===== src/rtl/core/sssc_pkg.sv =====
`timescale 1ns / 1ps

package sssc_pkg;

	localparam int MARKER_COUNT = 6;
	localparam int WINDOW_DEPTH = 10;
	localparam int MARKER_MAX   = WINDOW_DEPTH + 1;
	localparam int KIND_W       = 3;

	typedef logic [7:0]              byte_t;
	typedef logic [KIND_W-1:0]       kind_t;
	typedef logic [MARKER_COUNT-1:0] flags_t;
	typedef byte_t [MARKER_COUNT-1:0] marker_bytes_t;

	// Save-type codes
	localparam kind_t KIND_NONE       = 3'd0;
	localparam kind_t KIND_EEPROM_4K  = 3'd1;
	localparam kind_t KIND_EEPROM_64K = 3'd2;
	localparam kind_t KIND_SRAM       = 3'd3;
	localparam kind_t KIND_FLASH_1M   = 3'd4;
	localparam kind_t KIND_FLASH_512K = 3'd5;

	// Marker bit positions
	localparam int MK_EEP_4K    = 0;
	localparam int MK_EEP_64K   = 1;
	localparam int MK_SRAM_V    = 2;
	localparam int MK_FL_1M     = 3;
	localparam int MK_FL_512K   = 4;
	localparam int MK_FLASH_V   = 5;

	// Marker text stored last character first; unused tail is zero
	localparam byte_t MARKER_REV [MARKER_COUNT][MARKER_MAX] = '{
		'{"1", "1", "1", "V", "_", "M", "O", "R", "P", "E", "E"},
		'{"V", "_", "M", "O", "R", "P", "E", "E", 8'h00, 8'h00, 8'h00},
		'{"V", "_", "M", "A", "R", "S", 8'h00, 8'h00, 8'h00, 8'h00, 8'h00},
		'{"V", "_", "M", "1", "H", "S", "A", "L", "F", 8'h00, 8'h00},
		'{"V", "_", "2", "1", "5", "H", "S", "A", "L", "F", 8'h00},
		'{"V", "_", "H", "S", "A", "L", "F", 8'h00, 8'h00, 8'h00, 8'h00}
	};

	localparam int MARKER_LEN [MARKER_COUNT] = '{11, 8, 6, 9, 10, 7};

	// Control handed from the top level to every window cell
	typedef struct packed {
		logic shift;
		logic clear;
	} cell_ctrl_t;

	// Lowest set flag wins; both flash 512k markers share one code
	function automatic kind_t kind_of(input flags_t flags);
		kind_t k;
		k = KIND_NONE;
		if (flags[MK_EEP_4K])
			k = KIND_EEPROM_4K;
		else if (flags[MK_EEP_64K])
			k = KIND_EEPROM_64K;
		else if (flags[MK_SRAM_V])
			k = KIND_SRAM;
		else if (flags[MK_FL_1M])
			k = KIND_FLASH_1M;
		else if (flags[MK_FL_512K] || flags[MK_FLASH_V])
			k = KIND_FLASH_512K;
		return k;
	endfunction

endpackage


===== src/rtl/core/sssc_image_if.sv =====
`timescale 1ns / 1ps

interface sssc_image_if;
	logic            valid;
	logic            ready;
	sssc_pkg::byte_t image_byte;
	logic            end_of_image;

	modport source (output valid, output image_byte, output end_of_image, input ready);
	modport sink   (input valid, input image_byte, input end_of_image, output ready);
endinterface


===== src/rtl/core/sssc_result_if.sv =====
`timescale 1ns / 1ps

interface sssc_result_if;
	logic             valid;
	logic             ready;
	sssc_pkg::kind_t  save_kind;
	sssc_pkg::flags_t markers_seen;

	modport source (output valid, output save_kind, output markers_seen, input ready);
	modport sink   (input valid, input save_kind, input markers_seen, output ready);
endinterface


===== src/rtl/core/save_marker_signature_scanner_core.sv =====
`timescale 1ns / 1ps

// Save marker scanner.
// The image channel takes one byte per transaction, with end_of_image set on
// the final byte. Six marker strings are searched for anywhere in the image;
// on the final byte one transaction leaves on the result channel carrying the
// save-type code (priority by marker order) and the found-marker vector.
// Non-final bytes give no result.
// Throughput: one byte per cycle while the skid stage is empty; the ten-cell
// window shifts and compares every byte in the cycle it is accepted.
// Result: captured in the output register, or in the skid stage if that is stalled.
// After the final byte the window and the flags are cleared, so the next
// image may start as soon as image ready is high.
// Stall: an output register and a skid stage hold up to two results; image
// ready drops only while the skid stage is occupied.
// Reset (arst_n low): window zero, flags zero, no result pending.
module save_marker_signature_scanner_core (
	input  logic         clk,
	input  logic         arst_n,
	sssc_image_if.sink   image,
	sssc_result_if.source result
);

	localparam int NC = sssc_pkg::WINDOW_DEPTH;
	localparam int MC = sssc_pkg::MARKER_COUNT;

	logic                 acc;
	logic                 produce;
	logic                 take;
	sssc_pkg::cell_ctrl_t ctrl;
	sssc_pkg::flags_t     hit_chain [NC+1];
	sssc_pkg::byte_t      byte_chain [NC+1];
	sssc_pkg::flags_t     flags_q;
	sssc_pkg::flags_t     flags_next;
	sssc_pkg::kind_t      res_kind;

	logic                 out_valid_q;
	sssc_pkg::kind_t      out_kind_q;
	sssc_pkg::flags_t     out_seen_q;
	logic                 skid_valid_q;
	sssc_pkg::kind_t      skid_kind_q;
	sssc_pkg::flags_t     skid_seen_q;

	assign image.ready = !skid_valid_q;
	assign acc         = image.valid && image.ready;
	assign produce     = acc && image.end_of_image;
	assign take        = out_valid_q && result.ready;

	assign ctrl.shift = acc && !image.end_of_image;
	assign ctrl.clear = produce;

	// Head of the chain: current byte against each marker's last character
	always_comb begin
		for (int m = 0; m < MC; m++) begin
			hit_chain[0][m] = (image.image_byte == sssc_pkg::MARKER_REV[m][0]);
		end
	end
	assign byte_chain[0] = image.image_byte;

	// Window cells, newest byte first
	for (genvar i = 0; i < NC; i++) begin : g_cell
		sssc_pkg::marker_bytes_t cell_expect;
		sssc_pkg::flags_t        cell_care;

		for (genvar m = 0; m < MC; m++) begin : g_mk
			assign cell_expect[m] = sssc_pkg::MARKER_REV[m][i+1];
			assign cell_care[m]   = (i + 1 < sssc_pkg::MARKER_LEN[m]);
		end

		sssc_cell u_cell (
			.clk          (clk),
			.arst_n       (arst_n),
			.ctrl         (ctrl),
			.byte_prev    (byte_chain[i]),
			.byte_next    (byte_chain[i+1]),
			.expect_bytes (cell_expect),
			.care         (cell_care),
			.hit_prev     (hit_chain[i]),
			.hit_next     (hit_chain[i+1])
		);
	end

	assign flags_next = flags_q | hit_chain[NC];
	assign res_kind   = sssc_pkg::kind_of(flags_next);

	// Sticky marker flags
	always_ff @(posedge clk or negedge arst_n) begin
		if (!arst_n) begin
			flags_q <= '0;
		end else if (acc) begin
			flags_q <= image.end_of_image ? '0 : flags_next;
		end
	end

	// Output register and skid stage: valid bits
	always_ff @(posedge clk or negedge arst_n) begin
		if (!arst_n) begin
			out_valid_q  <= 1'b0;
			skid_valid_q <= 1'b0;
		end else begin
			if (produce && (!out_valid_q || take)) begin
				out_valid_q <= 1'b1;
			end else if (take) begin
				out_valid_q <= skid_valid_q;
			end
			if (produce && out_valid_q && !take) begin
				skid_valid_q <= 1'b1;
			end else if (take) begin
				skid_valid_q <= 1'b0;
			end
		end
	end

	// Output register and skid stage: payload
	always_ff @(posedge clk) begin
		if (produce && (!out_valid_q || take)) begin
			out_kind_q <= res_kind;
			out_seen_q <= flags_next;
		end else if (take && skid_valid_q) begin
			out_kind_q <= skid_kind_q;
			out_seen_q <= skid_seen_q;
		end
		if (produce && out_valid_q && !take) begin
			skid_kind_q <= res_kind;
			skid_seen_q <= flags_next;
		end
	end

	assign result.valid        = out_valid_q;
	assign result.save_kind    = out_kind_q;
	assign result.markers_seen = out_seen_q;

endmodule


===== src/rtl/core/sssc_cell.sv =====
`timescale 1ns / 1ps

// One window position: holds a byte, passes it on, and extends the match chain
module sssc_cell (
	input  logic                       clk,
	input  logic                       arst_n,
	input  sssc_pkg::cell_ctrl_t       ctrl,
	input  sssc_pkg::byte_t            byte_prev,
	output sssc_pkg::byte_t            byte_next,
	input  sssc_pkg::marker_bytes_t    expect_bytes,
	input  sssc_pkg::flags_t           care,
	input  sssc_pkg::flags_t           hit_prev,
	output sssc_pkg::flags_t           hit_next
);

	sssc_pkg::byte_t byte_q;
	sssc_pkg::flags_t own_hit;

	// Window byte: cleared at image end, shifted on every other transaction
	always_ff @(posedge clk or negedge arst_n) begin
		if (!arst_n) begin
			byte_q <= '0;
		end else if (ctrl.clear) begin
			byte_q <= '0;
		end else if (ctrl.shift) begin
			byte_q <= byte_prev;
		end
	end

	// Per-marker compare; positions beyond a marker's length always pass
	always_comb begin
		for (int m = 0; m < sssc_pkg::MARKER_COUNT; m++) begin
			own_hit[m] = !care[m] || (byte_q == expect_bytes[m]);
		end
	end

	assign hit_next  = hit_prev & own_hit;
	assign byte_next = byte_q;

endmodule


===== src/flat_wrapper.sv =====
// flat-port wrapper written by rule: the top's interface ports become plain ports
module save_marker_signature_scanner_core_flat 
  (clk, arst_n, image_valid, image_image_byte, image_end_of_image, image_ready, result_valid, result_save_kind, result_markers_seen, result_ready);
  sssc_image_if image_i ();
  sssc_result_if result_i ();
  input  logic clk;
  input  logic arst_n;
  input wire logic [$bits(image_i.valid)-1:0] image_valid;
  input wire logic [$bits(image_i.image_byte)-1:0] image_image_byte;
  input wire logic [$bits(image_i.end_of_image)-1:0] image_end_of_image;
  output wire logic [$bits(image_i.ready)-1:0] image_ready;
  output wire logic [$bits(result_i.valid)-1:0] result_valid;
  output wire logic [$bits(result_i.save_kind)-1:0] result_save_kind;
  output wire logic [$bits(result_i.markers_seen)-1:0] result_markers_seen;
  input wire logic [$bits(result_i.ready)-1:0] result_ready;
  assign image_i.valid = image_valid;
  assign image_i.image_byte = image_image_byte;
  assign image_i.end_of_image = image_end_of_image;
  assign image_ready = image_i.ready;
  assign result_valid = result_i.valid;
  assign result_save_kind = result_i.save_kind;
  assign result_markers_seen = result_i.markers_seen;
  assign result_i.ready = result_ready;
  save_marker_signature_scanner_core u_core (.clk(clk), .arst_n(arst_n), .image(image_i), .result(result_i));
endmodule

===== config.mk =====
export PLATFORM = sky130hd
export DESIGN_NAME = save_marker_signature_scanner_core_flat
export DESIGN_NICKNAME = d
export VERILOG_FILES = /design/src/rtl/core/sssc_pkg.sv /design/src/rtl/core/sssc_image_if.sv /design/src/rtl/core/sssc_result_if.sv /design/src/rtl/core/save_marker_signature_scanner_core.sv /design/src/rtl/core/sssc_cell.sv /design/src/flat_wrapper.sv
export SDC_FILE = /design/constraint.sdc
export NUM_CORES = 1
export LEC_CHECK = 0
export CAP_MARGIN = 20
export CORE_MARGIN = 8
export CORE_UTILIZATION = 60
export DETAILED_ROUTE_END_ITERATION = 10
export DONT_BUFFER_PORTS = 1
export GPL_ROUTABILITY_DRIVEN = 0
export PLACE_DENSITY = 0.77
export SYNTH_ARGS = -nofsm -noshare
export SYNTH_HDL_FRONTEND = slang
export SYNTH_SLANG_ARGS = --single-unit

===== constraint.sdc =====
create_clock -name clk -period 2.9 [get_ports clk]
set_input_delay 0 -clock clk [delete_from_list [all_inputs] [get_ports clk]]
set_output_delay 0 -clock clk [all_outputs]
set_load 0.01 [all_outputs]

Word-level counts from Yosys, hierarchy flattened
Cells that the tools add are included.
W data, S select, Z words.
Word-level totals
  register bits: 106
  bits of input ports: 13
  word-level logic and storage cells: 118
Cells by class
  equality and inequality tests: 38
  mux-type cells: 34
  bitwise operators: 11
  reduce and logical (&&, ||, !) cells: 18
Operator list (number)
  $eq A8 B7 Y1 const B: 32
  $mux W8: 20
  $and A6 B6 Y6: 10
  $eq A8 B6 Y1 const B: 6
  $mux W3: 7
  $mux W6: 3
  $logic_and A1 B1 Y1: 8
  $reduce_bool A2 Y1: 4
  $or A6 B6 Y6: 1
  $logic_not A1 Y1: 4
  $mux W1: 4
  $logic_or A1 B1 Y1: 2

Logic depth before layout (Yosys ltp)
Gate-level depths: netlist of the first run.
  depth after elaboration: 19
  depth in mapped cells: 7
  mapped depth without buffers: 7

By module
A second synthesis of the first run with hierarchy kept.
Second synthesis, totals
  cell total of the unflattened synthesis: 1143
  area total of the unflattened synthesis: 10819.1 um^2
Modules (own cells, without submodules)
  sssc_cell: times used 10, cells an instance 106, area each 968.4 um^2, seq. area each 200.2 um^2
  save_marker_signature_scanner_core: times used 1, cells an instance 83, area each 1134.8 um^2, seq. area each 740.7 um^2

Worst setup path before layout of the first run
OpenSTA, ideal clock, no wires.
  kind: register -> register
  from: register u_core.g_cell[8].u_cell.byte_q[1]
  to: register u_core.out_kind_q[1], in the netlist u_core.result.save_kind[1] (data pin)
  data arrival time: 2177 ps
  data required time: 2640 ps
  setup slack: 463 ps
  stages on the path, launching flop included: 7
  path buffers: 0
  cell sequence: dfrtp_1 or4b_1 or4_1 nor4_1 a41o_2 a21oi_2 mux2_4
On the way
  longest elaborated chain between the ends: 6
Ends and longest elaborated chain
  from (decl): line sssc_cell.sv:16  | sssc_pkg::byte_t byte_q;
  from (signal assigned): line sssc_cell.sv:26  | byte_q <= byte_prev;
  $eq A8 B7 Y1: line sssc_cell.sv:33  | own_hit[m] = !care[m] || (byte_q == expect_bytes[m]);
  $and A6 B6 Y6 (2 in a row): line sssc_cell.sv:37  | assign hit_next = hit_prev & own_hit;
  $or A6 B6 Y6: line save_marker_signature_scanner_core.sv:83  | assign flags_next = flags_q | hit_chain[NC];
  named net u_core.flags_next[0]: line save_marker_signature_scanner_core.sv:34  | sssc_pkg::flags_t flags_next;
  $mux W3: line sssc_pkg.sv:53  | if (flags[MK_EEP_4K])
  named net u_core.res_kind[1]: line save_marker_signature_scanner_core.sv:35  | sssc_pkg::kind_t res_kind;
  $mux W3: line save_marker_signature_scanner_core.sv:116  | if (produce && (!out_valid_q || take)) begin
  to (signal assigned): line save_marker_signature_scanner_core.sv:117  | out_kind_q <= res_kind;
  to (signal assigned): line save_marker_signature_scanner_core.sv:120  | out_kind_q <= skid_kind_q;
  to (decl): line save_marker_signature_scanner_core.sv:38  | sssc_pkg::kind_t out_kind_q;
The timed path passes the listed nets, and every way through them passes these cells.
A chain may end at the register's enable or synchronous reset.

Final worst setup path of the first run
Same ends and word-level chain as after synthesis.

==> impl_metrics.csv, run 1 <==
group,metric,value,unit
synth,syn_area_per_cell,9.58,um^2
synth,muxShareOfSynthArea,0.00532,
synth,synthFlopType,"dfrtp_1",
final_layout,syn2layout_area_growth,9.55,%
floorplan,io_pins,24,
run_status,status,"completed",
cts,cts_max_level,3,
drt,wirelength,12.1,mm
synth,yosysMostFrequentCell,"nand2_1",
critical_path,cp.required,3.03,ns
synth,yosys_warnings,0,
drt,firstDrtPassIters,5,
job,max_cap_viol_count,0,
sta,worst_pin_slew,0.862,ns
critical_path,cp-start-kind,"flop",
placement,dp_slack,0.147,ns
floorplan,core,0.00809,mm^2
placement,dp_hpwl,7.51,mm
hold_path,hp-class,"in -> reg",
synth,synthTopCellsByCount,"nand2_1, dfrtp_1, nand3b_1",
cts,postCtsHoldBufs,21,
sta,slew_violations,0,
sta,max_clock_freq,0.361,GHz
critical_path,arrival,2.90,ns
synth,synth_fa_ha_area_frac,0,
cts,cts_resized,0,
drt,drt_iter0_markers,437,
pwr,peakVddDrop,0.274,mV
synth,synth_edf_count,18,
synth,synth-compound-area-share,0.0360,
floorplan,row_count,33,
synth,synthCells,516,
drt,wl_per_cell,19.1,um
sta,final.setup.worst_slack,0.126,ns
synth,synth_cell_types,38,
drt,via_per_inst,6.13,
cts,root_buffer,"clkbuf_8",
cts,cts_tree,"done",
sta,setup_viol,0,
floorplan,fp.dieH,107,um
synth,synthArstFlopShare,0.830,
synth,synth_area_leaders,"dfrtp_1, nand2_1, nand3b_1",
placement,placed_cells,597,
final_layout,diodes,0,
global_route,antenna_found_initial,0,
synth,ys_ff_latch,106,
final_layout,regArea,0.00274,mm^2
drt,ant_nets,0,
cts,clock-sinks,106,
final_layout,final_util,0.669,
sta,tns,0,ns
floorplan,dieArea,0.0114,mm^2
drt,vias,3886,
final_layout,nets,537,
final_layout,fill_cells,640,
sta,slew_headroom,0.425,
critical_path,path_class,"reg -> reg",
global_route,grt_pass1_wl,20.4,mm
cts,clk_pin_slew,0.10,ns
sta,rsz0062_at_grt,"no",
drt,drc,0,
cts,post_cts_buffers,0,
sta,post-route-min-period,2.77,ns
critical_path,cp-end-kind,"flop",
cts,cts_buffer_depth,2,
final_layout,multiInputGateArea,0.00208,mm^2
cts,insertion_delay,0.37,ns
synth,synth_fp_nets,529,
critical_path,critPathMaxFanout,7,
synth,yosys.area.top_type,"dfrtp_1",
sta,hold_viol,0,
global_route,grt_overflow,0,
cts,cts_buffers,9,
global_route,first_global_vias,3840,
pwr,total_power,3.31,mW
floorplan,initial_core_util,0.611,
sta,finalCritPeriodShare,0.956,
synth,syn_area,0.00494,mm^2
final_layout,layout-drive-gt1-share,0.0510,
placement,numPortBuffers,0,
pwr,p_per_area,612,mW/mm^2
final_layout,instances_no_fill,634,
pwr,power.leakage,2.56,nW
global_route,grt_start_max_net_pins,89,
synth,synth_top_area_share,0.446,
floorplan,die_w,107,um
synth,synth_top_family_by_area,"simple AND/OR/NAND/NOR gates",
synth,synth-seq-area-share,0.555,
synth,synthXorXnorAreaFrac,0,
global_route,grt_usage,0.224,
synth,yosys.area_share.simple,0.377,
sta,worst_clock_skew,0.00991,ns
-- final timing paths --
path | start | endpoint | cells after the start | slack (ns)
setup / recovery | u_core.g_cell[8].u_cell.byte_next[1] | u_core.result.save_kind[1] | 6 | 0.13
hold / removal | image_end_of_image | u_core.g_cell[3].u_cell.byte_next[2] | 3 | 0.07
setup reg to reg | u_core.g_cell[8].u_cell.byte_next[1] | u_core.result.save_kind[1] | 6 | 0.13
hold reg to reg | u_core.g_cell[9].u_cell.byte_next[3] | u_core.g_cell[9].u_cell.byte_next[3] | 2 | 0.47
max in group asynchronous | arst_n | u_core.g_cell[4].u_cell.byte_next[1] | 2 | 2.34
min in group asynchronous | arst_n | u_core.g_cell[6].u_cell.byte_next[2] | 2 | 0.23
-- registers in the layout, summed over array words and instances, names as in the netlist --
signal	cells
u_core.g_cell.u_cell.byte_next	80
u_core.flags_q	6
u_core.result.markers_seen	6
u_core.skid_seen_q	6
u_core.result.save_kind	3
u_core.skid_kind_q	3
u_core.result.valid	1
u_core.skid_valid_q	1
-- layout make-up --
type                            count  area share
Sequential cell                   106       0.507
Inverter                            7     0.00485
Clock buffer                        9      0.0229
Clock inverter                      7     0.00809
Tap cell                          105      0.0243
Multi-Input combinational cell    375       0.384
Timing Repair Buffer               25      0.0495
-- logic make-up after synthesis --
kind of cell           count (synthesis)
AO/OA/AOI/OAI                         27
buffers and inverters                 35
flip-flops                           106
multiplexers                           2
AND/OR/NAND/NOR                      346
-- stage by stage --
step,hold slack (ns),instance area [um^2]
after floorplan,-0.296,4940
after detailed placement,-0.293,5010
after global routing,0.0833,5410
after global placement,-0.293,5010
final,0.0657,5410
after CTS,0.0678,5410
-- layout by cell type (no fill, tap or decap), drive strengths merged, types with 2 or more instances in the layout --
master and n:
nor2 20, a21oi 5, nand3b 84, nand3 6
clkinvlp 2, and4b 4, dlygate4sd3 19, nand4b 6
a31oi 5, clkbuf 9, edfxtp 18, nor2b 4
o21ai 11, a41oi 2, clkinv 3, nand2 177
nor4bb 4, nor3 2, or4 3, dfrtp 88
or4b 2, and4 2, nor4b 9, nor3b 4
inv 9, mux2 2, nor4 9, a41o 2
nand4 6, buf 6
-- routing by layer --
| metal | vias to the layer above | global-route usage | part of all wire |
|---|---|---|---|
| met5 | - | 0 | 0 |
| met4 | 0 | 0.0995 | 0.028 |
| met3 | 33 | 0.0384 | 0.068 |
| met2 | 161 | 0.331 | 0.45 |
| met1 | 1893 | 0.316 | 0.45 |
| li1 | 1799 | - | - |
-- report_power, final --
part	switching (mW)	internal (mW)	total, mW
registers	0.232	1.70	1.93
clock network	0.511	0.310	0.822
logic	0.372	0.186	0.558
-- critical path, stage by stage (launching register included) --
cell and delay (ns):
dfrtp_1 0.42, or4b_1 0.51, or4_1 0.48, nor4_1 0.43
a41o_2 0.36, a21oi_2 0.06, mux2_4 0.27
Power figures use the tool's default switching activity.
==> run 2, diff against run 1 <==
- SKIP_CTS_REPAIR_TIMING: default -> 1
- clock period: 2.9 -> 3.55 ns (I/O delays scaled with it)
==> run 2 against run 1 <==
Maximum frequency increased by 2.1%. Critical path type unchanged. Critical path depth did not move. Final area hardly changed. Sequential power down 18%. Clock power is 17% lower. Flip-flop and latch count unchanged. Non-clock buffer count down 2. Register-to-register slack better by 0.71 ns. Worst setup slack improved by 0.71 ns.
==> impl_metrics.csv, run 2 (synthesis gave the netlist of run 1 again) <==
group,metric,value,unit
floorplan,core,0.00809,mm^2
global_route,grt_overflow,0,
critical_path,critPathMaxFanout,7,
cts,insertion_delay,0.38,ns
sta,slew_violations,0,
sta,slew_headroom,0.385,
global_route,antenna_found_initial,0,
critical_path,r2r-end,"u_core.result.save_kind[1]",
final_layout,fill_cells,635,
floorplan,io_pins,24,
final_layout,syn2layout_area_growth,9.57,%
sta,rsz0062_at_grt,"no",
hold_path,whs_endpoint,"u_core.g_cell[1].u_cell.byte_next[7]",
cts,cts_max_level,3,
hold_path,hp-class,"in -> reg",
cts,clk_pin_slew,0.11,ns
pwr,netSwitchingFraction,0.339,
pwr,peakVddDrop,0.225,mV
cts,root_buffer,"clkbuf_8",
drt,firstDrtPassIters,5,
global_route,grt_usage,0.215,
drt,ant_nets,0,
drt,drt_iter0_markers,370,
sta,worst_clock_skew,0.0121,ns
global_route,grt_pass1_wl,19.3,mm
placement,dp_hpwl,7.64,mm
sta,holdWs,0.0345,ns
floorplan,initial_core_util,0.611,
final_layout,nets,535,
final_layout,largest_reg_flops,80,
hold_path,min_from,"image_end_of_image",
final_layout,multiInputGateArea,0.00208,mm^2
critical_path,r2r_start,"u_core.g_cell[8].u_cell.byte_next[1]",
global_route,grt_start_max_net_pins,89,
pwr,p_per_area,502,mW/mm^2
sta,hold_viol,0,
global_route,first_global_vias,3619,
pwr,seqPwrFrac,0.582,
job,max_cap_viol_count,0,
critical_path,path_class,"reg -> reg",
final_layout,regArea,0.00274,mm^2
sta,worst_pin_slew,0.919,ns
cts,cts_buffer_depth,2,
floorplan,dieArea,0.0114,mm^2
final_layout,layout-drive-gt1-share,0.0531,
cts,cts_buffers,9,
sta,finalCritPeriodShare,0.765,
pwr,internal-power,1.79,mW
pwr,combPwrFrac,0.167,
floorplan,fp.dieH,107,um
critical_path,cp-start-kind,"flop",
sta,post-route-min-period,2.72,ns
drt,via_per_inst,6.21,
hold_path,hold_depth,3,
placement,numPortBuffers,0,
critical_path,cp.required,3.70,ns
critical_path,arrival,2.86,ns
pwr,power_frac_clock,0.251,
critical_path,cp-end-kind,"flop",
final_layout,layout_commonest_cell,"nand2_1",
cts,cts_tree,"done",
critical_path,rr_worst_depth,6,
drt,wl_per_cell,19.1,um
sta,tns,0,ns
drt,drc,0,
run_status,status,"completed",
cts,clock-sinks,106,
sta,setup_viol,0,
sta,max_clock_freq,0.368,GHz
pwr,p_sw,0.922,mW
pwr,power.leakage,2.55,nW
drt,vias,3923,
drt,wirelength,12.1,mm
final_layout,diodes,0,
critical_path,reg2reg_slack,0.83,ns
floorplan,row_count,33,
final_layout,final_cell_mix,"nand2_1, dfrtp_1, nand3b_1, nor2_1, dlygate4sd3_1",
floorplan,die_w,107,um
run 2: cell count changes in the layout (fill, tap and decap cells not counted), sizes merged:
cell,before,now
buf,6,4
clkinv,3,1
clkinvlp,2,4
run 2: area by class of cell:
class,count,share of cell area
timing repair buffer,23,0.0481
tap,105,0.0243
clock buffer,9,0.0229
clock inverter,7,0.00971
inverter,7,0.00485
sequential,106,0.507
multi-input combinational,375,0.384
run 2: critical path: stages, from the launching register on:
cell and delay [ns]:
dfrtp_1 0.42, or4b_1 0.53, or4_1 0.48, nor4_1 0.39
a41o_2 0.34, a21oi_2 0.06, mux2_4 0.28
run 2: worst max-delay path by stage:
stage / slack, ns / cells after the start / endpoint / startpoint
floorplan: 1.11 / 6 / u_core.result.save_kind[1] / u_core.g_cell[8].u_cell.byte_next[1]
global placement: 0.84 / 6 / u_core.result.save_kind[1] / u_core.g_cell[8].u_cell.byte_next[1]
detailed placement: 0.81 / 6 / u_core.result.save_kind[1] / u_core.g_cell[8].u_cell.byte_next[1]
CTS: 0.81 / 6 / u_core.result.save_kind[1] / u_core.g_cell[8].u_cell.byte_next[1]
global route: 0.79 / 6 / u_core.result.save_kind[1] / u_core.g_cell[8].u_cell.byte_next[1]
finish: 0.83 / 6 / u_core.result.save_kind[1] / u_core.g_cell[8].u_cell.byte_next[1]
run 2: power groups by stage:
stage	Sequential, mW	Clock (mW)	Combinational, mW
2_1_floorplan	1.52	0	0.323
6_report	1.58	0.682	0.454
5_1_grt	1.60	0.740	0.509
4_1_cts	1.57	0.698	0.389
3_5_place_dp	1.60	0	0.388
3_3_place_gp	1.59	0	0.375
run 2: stage by stage:
stage | setup WS (ns) | instances | cell area, um^2 | utilization | power (mW)
6_report | 0.833 | 632 | 5410 | 0.669 | 2.72
5_1_grt | 0.785 | 632 | 5410 | 0.669 | 2.85
4_1_cts | 0.808 | 611 | 5170 | 0.639 | 2.66
3_5_place_dp | 0.811 | 595 | 4990 | 0.617 | 1.98
3_3_place_gp | 0.839 | 595 | 4990 | 0.617 | 1.96
2_1_floorplan | 1.11 | 516 | 4940 | - | 1.85
run 2: per-layer routing:
layer | up-vias | part of all wire | track usage
met5 | - | 0 | 0
met4 | 0 | 0.032 | 0.0874
met3 | 43 | 0.076 | 0.0546
met2 | 166 | 0.46 | 0.314
met1 | 1920 | 0.43 | 0.298
li1 | 1794 | - | -
==> run 3, diff against run 2 <==
- CORE_UTILIZATION: 60 -> 57
- PLACE_DENSITY: 0.77 -> 0.76
- clock period: 3.55 -> 2.22 ns (I/O delays scaled with it)
==> run 3 against run 2 <==
The run now ends with negative setup slack left. Global-route usage down 0.37 points. Clock power increased by 86%. Clock skew is 0.00084 ns lower. Sequential share of layout area is 3.5 points lower. Die area increased by 4.5%. Power grew 72%. Wire length grew 2.3%. Worst setup slack got worse by 1.1 ns. Register-to-register slack got worse by 1.1 ns. Critical endpoint unchanged.
==> impl_metrics.csv, run 3 (synthesis gave the netlist of run 1 again) <==
group,metric,value,unit
run_status,violations,"negative setup slack",
pwr,netSwitchingFraction,0.330,
sta,final.setup.worst_slack,-0.230,ns
drt,via_per_inst,6.05,
global_route,grt_overflow,0,
pwr,peakVddDrop,0.428,mV
sta,setup_viol,6,
pwr,internal-power,3.14,mW
drt,firstDrtPassIters,6,
cts,insertion_delay,0.38,ns
cts,root_buffer,"clkbuf_8",
critical_path,cp-start-kind,"flop",
floorplan,core,0.00855,mm^2
critical_path,cpPeakStageDelay,0.49,ns
cts,cts_buffer_depth,2,
pwr,total_power,4.68,mW
critical_path,cp.required,2.36,ns
final_layout,largest_reg_flops,80,
sta,worst_clock_skew,0.0112,ns
pwr,power_frac_clock,0.271,
critical_path,cp-end-kind,"flop",
job,max_cap_viol_count,0,
drt,vias,4086,
final_layout,fill_cells,639,
sta,finalCritPeriodShare,1.10,
final_layout,nets,575,
pwr,p_per_area,804,mW/mm^2
critical_path,worstSetupStartpoint,"u_core.g_cell[8].u_cell.byte_next[1]",
cts,cts_tree,"done",
sta,tns,-0.960,ns
sta,slew_headroom,0.412,
global_route,antenna_found_initial,0,
floorplan,io_pins,24,
cts,clock-sinks,106,
hold_path,min_from,"image_valid",
pwr,combPwrFrac,0.203,
drt,wl_per_cell,18.3,um
final_layout,final_cell_mix,"nand2_1, dfrtp_1, nand3b_1, buf_4, nor2_1",
drt,drc,0,
critical_path,critPathMaxFanout,5,
sta,post-route-min-period,2.45,ns
hold_path,hp-class,"in -> reg",
critical_path,cp_slowest_cell,"or4b_1",
critical_path,cpLargestDelayFamily,"simple AND/OR/NAND/NOR gates",
critical_path,arrival,2.59,ns
final_layout,diodes,0,
placement,dp_hpwl,7.86,mm
pwr,seqPwrFrac,0.526,
critical_path,cp_num_buf_inv,1,
pwr,power.leakage,2.86,nW
sta,holdWs,0.0579,ns
floorplan,die_w,109,um
cts,cts_max_level,3,
sta,worst_pin_slew,0.881,ns
final_layout,layout-drive-gt1-share,0.148,
floorplan,fp.dieH,109,um
floorplan,initial_core_util,0.578,
final_layout,layout_commonest_cell,"nand2_1",
sta,slew_violations,0,
sta,rsz0062_at_grt,"yes",
global_route,grt_start_max_net_pins,89,
run_status,status,"complete, but fails checks",
global_route,grt_usage,0.211,
pwr,p_sw,1.54,mW
placement,numPortBuffers,0,
cts,cts_buffers,9,
global_route,first_global_vias,3783,
final_layout,syn2layout_area_growth,17.8,%
drt,ant_nets,0,
critical_path,path_class,"reg -> reg",
sta,hold_viol,0,
drt,wirelength,12.3,mm
sta,max_clock_freq,0.408,GHz
floorplan,dieArea,0.0119,mm^2
critical_path,crit_chain,"or4b_1 -> or4_4 -> nor4_4 -> buf_4 -> a41o_4 -> a21oi_2 -> mux2_4",
floorplan,row_count,34,
cts,clk_pin_slew,0.11,ns
drt,drt_iter0_markers,465,
global_route,grt_pass1_wl,19.5,mm
critical_path,r2r_start,"u_core.g_cell[8].u_cell.byte_next[1]",
-- run 3: cell types whose count changed in the layout (fill, tap and decap cells not counted), moves of 3 or more --
cell,previous run,this run
dlygate4sd3_1,19,11
clkinvlp_4,4,0
nor4_1,9,4
buf_4,2,49
nor4_2,0,3
-- run 3: area by class of cell --
cell class / count / area [um^2] / area share
Timing Repair Buffer: 63 / 553 / 0.0950
Clock inverter: 6 / 78.8 / 0.0135
Multi-Input combinational cell: 375 / 2160 / 0.370
Inverter: 7 / 26.3 / 0.00452
Tap cell: 108 / 135 / 0.0232
Sequential cell: 106 / 2740 / 0.471
Clock buffer: 10 / 128 / 0.0219
-- run 3: final timing paths --
path	cells after the start	slack, ns	endpoint
hold reg to reg	2	0.47	u_core.g_cell[9].u_cell.byte_next[3]
setup / recovery	7	-0.23	u_core.result.save_kind[1]
hold / removal	4	0.06	u_core.g_cell[3].u_cell.byte_next[2]
max in group asynchronous	2	1.69	u_core.g_cell[5].u_cell.byte_next[6]
setup reg to reg	7	-0.23	u_core.result.save_kind[1]
min in group asynchronous	2	0.16	u_core.g_cell[9].u_cell.byte_next[1]
-- run 3: per-stage QoR --
step	std cells	setup slack [ns]	utilization	area, um^2
global placement	645	-0.195	0.627	5360
global route	675	-0.292	0.681	5820
detailed placement	645	-0.224	0.627	5360
floorplan	516	-0.0460	-	4940
finish	675	-0.230	0.681	5820
CTS	661	-0.269	0.651	5570
-- run 3: metal layers --
metal	global-route usage	part of all wire	vias to the layer above
met5	0	0	-
li1	-	-	1882
met4	0.0948	0.026	0
met3	0.0467	0.068	36
met2	0.313	0.46	159
met1	0.290	0.45	2009
-- run 3: power groups by stage --
| stage | logic, mW | registers (mW) | clock network, mW |
|---|---|---|---|
| after floorplan | 0.517 | 2.43 | 0 |
| after global placement | 0.820 | 2.48 | 0 |
| after detailed placement | 0.838 | 2.49 | 0 |
| after CTS | 0.842 | 2.45 | 1.29 |
| after global routing | 1.05 | 2.49 | 1.36 |
| final | 0.949 | 2.46 | 1.27 |
-- run 3: worst reg2reg max path, cell delays in order (launching register included) --
cell and delay (ns):
dfrtp_1 0.39, or4b_1 0.49, or4_4 0.44, nor4_4 0.21, buf_4 0.16, a41o_4 0.24, a21oi_2 0.05, mux2_4 0.25
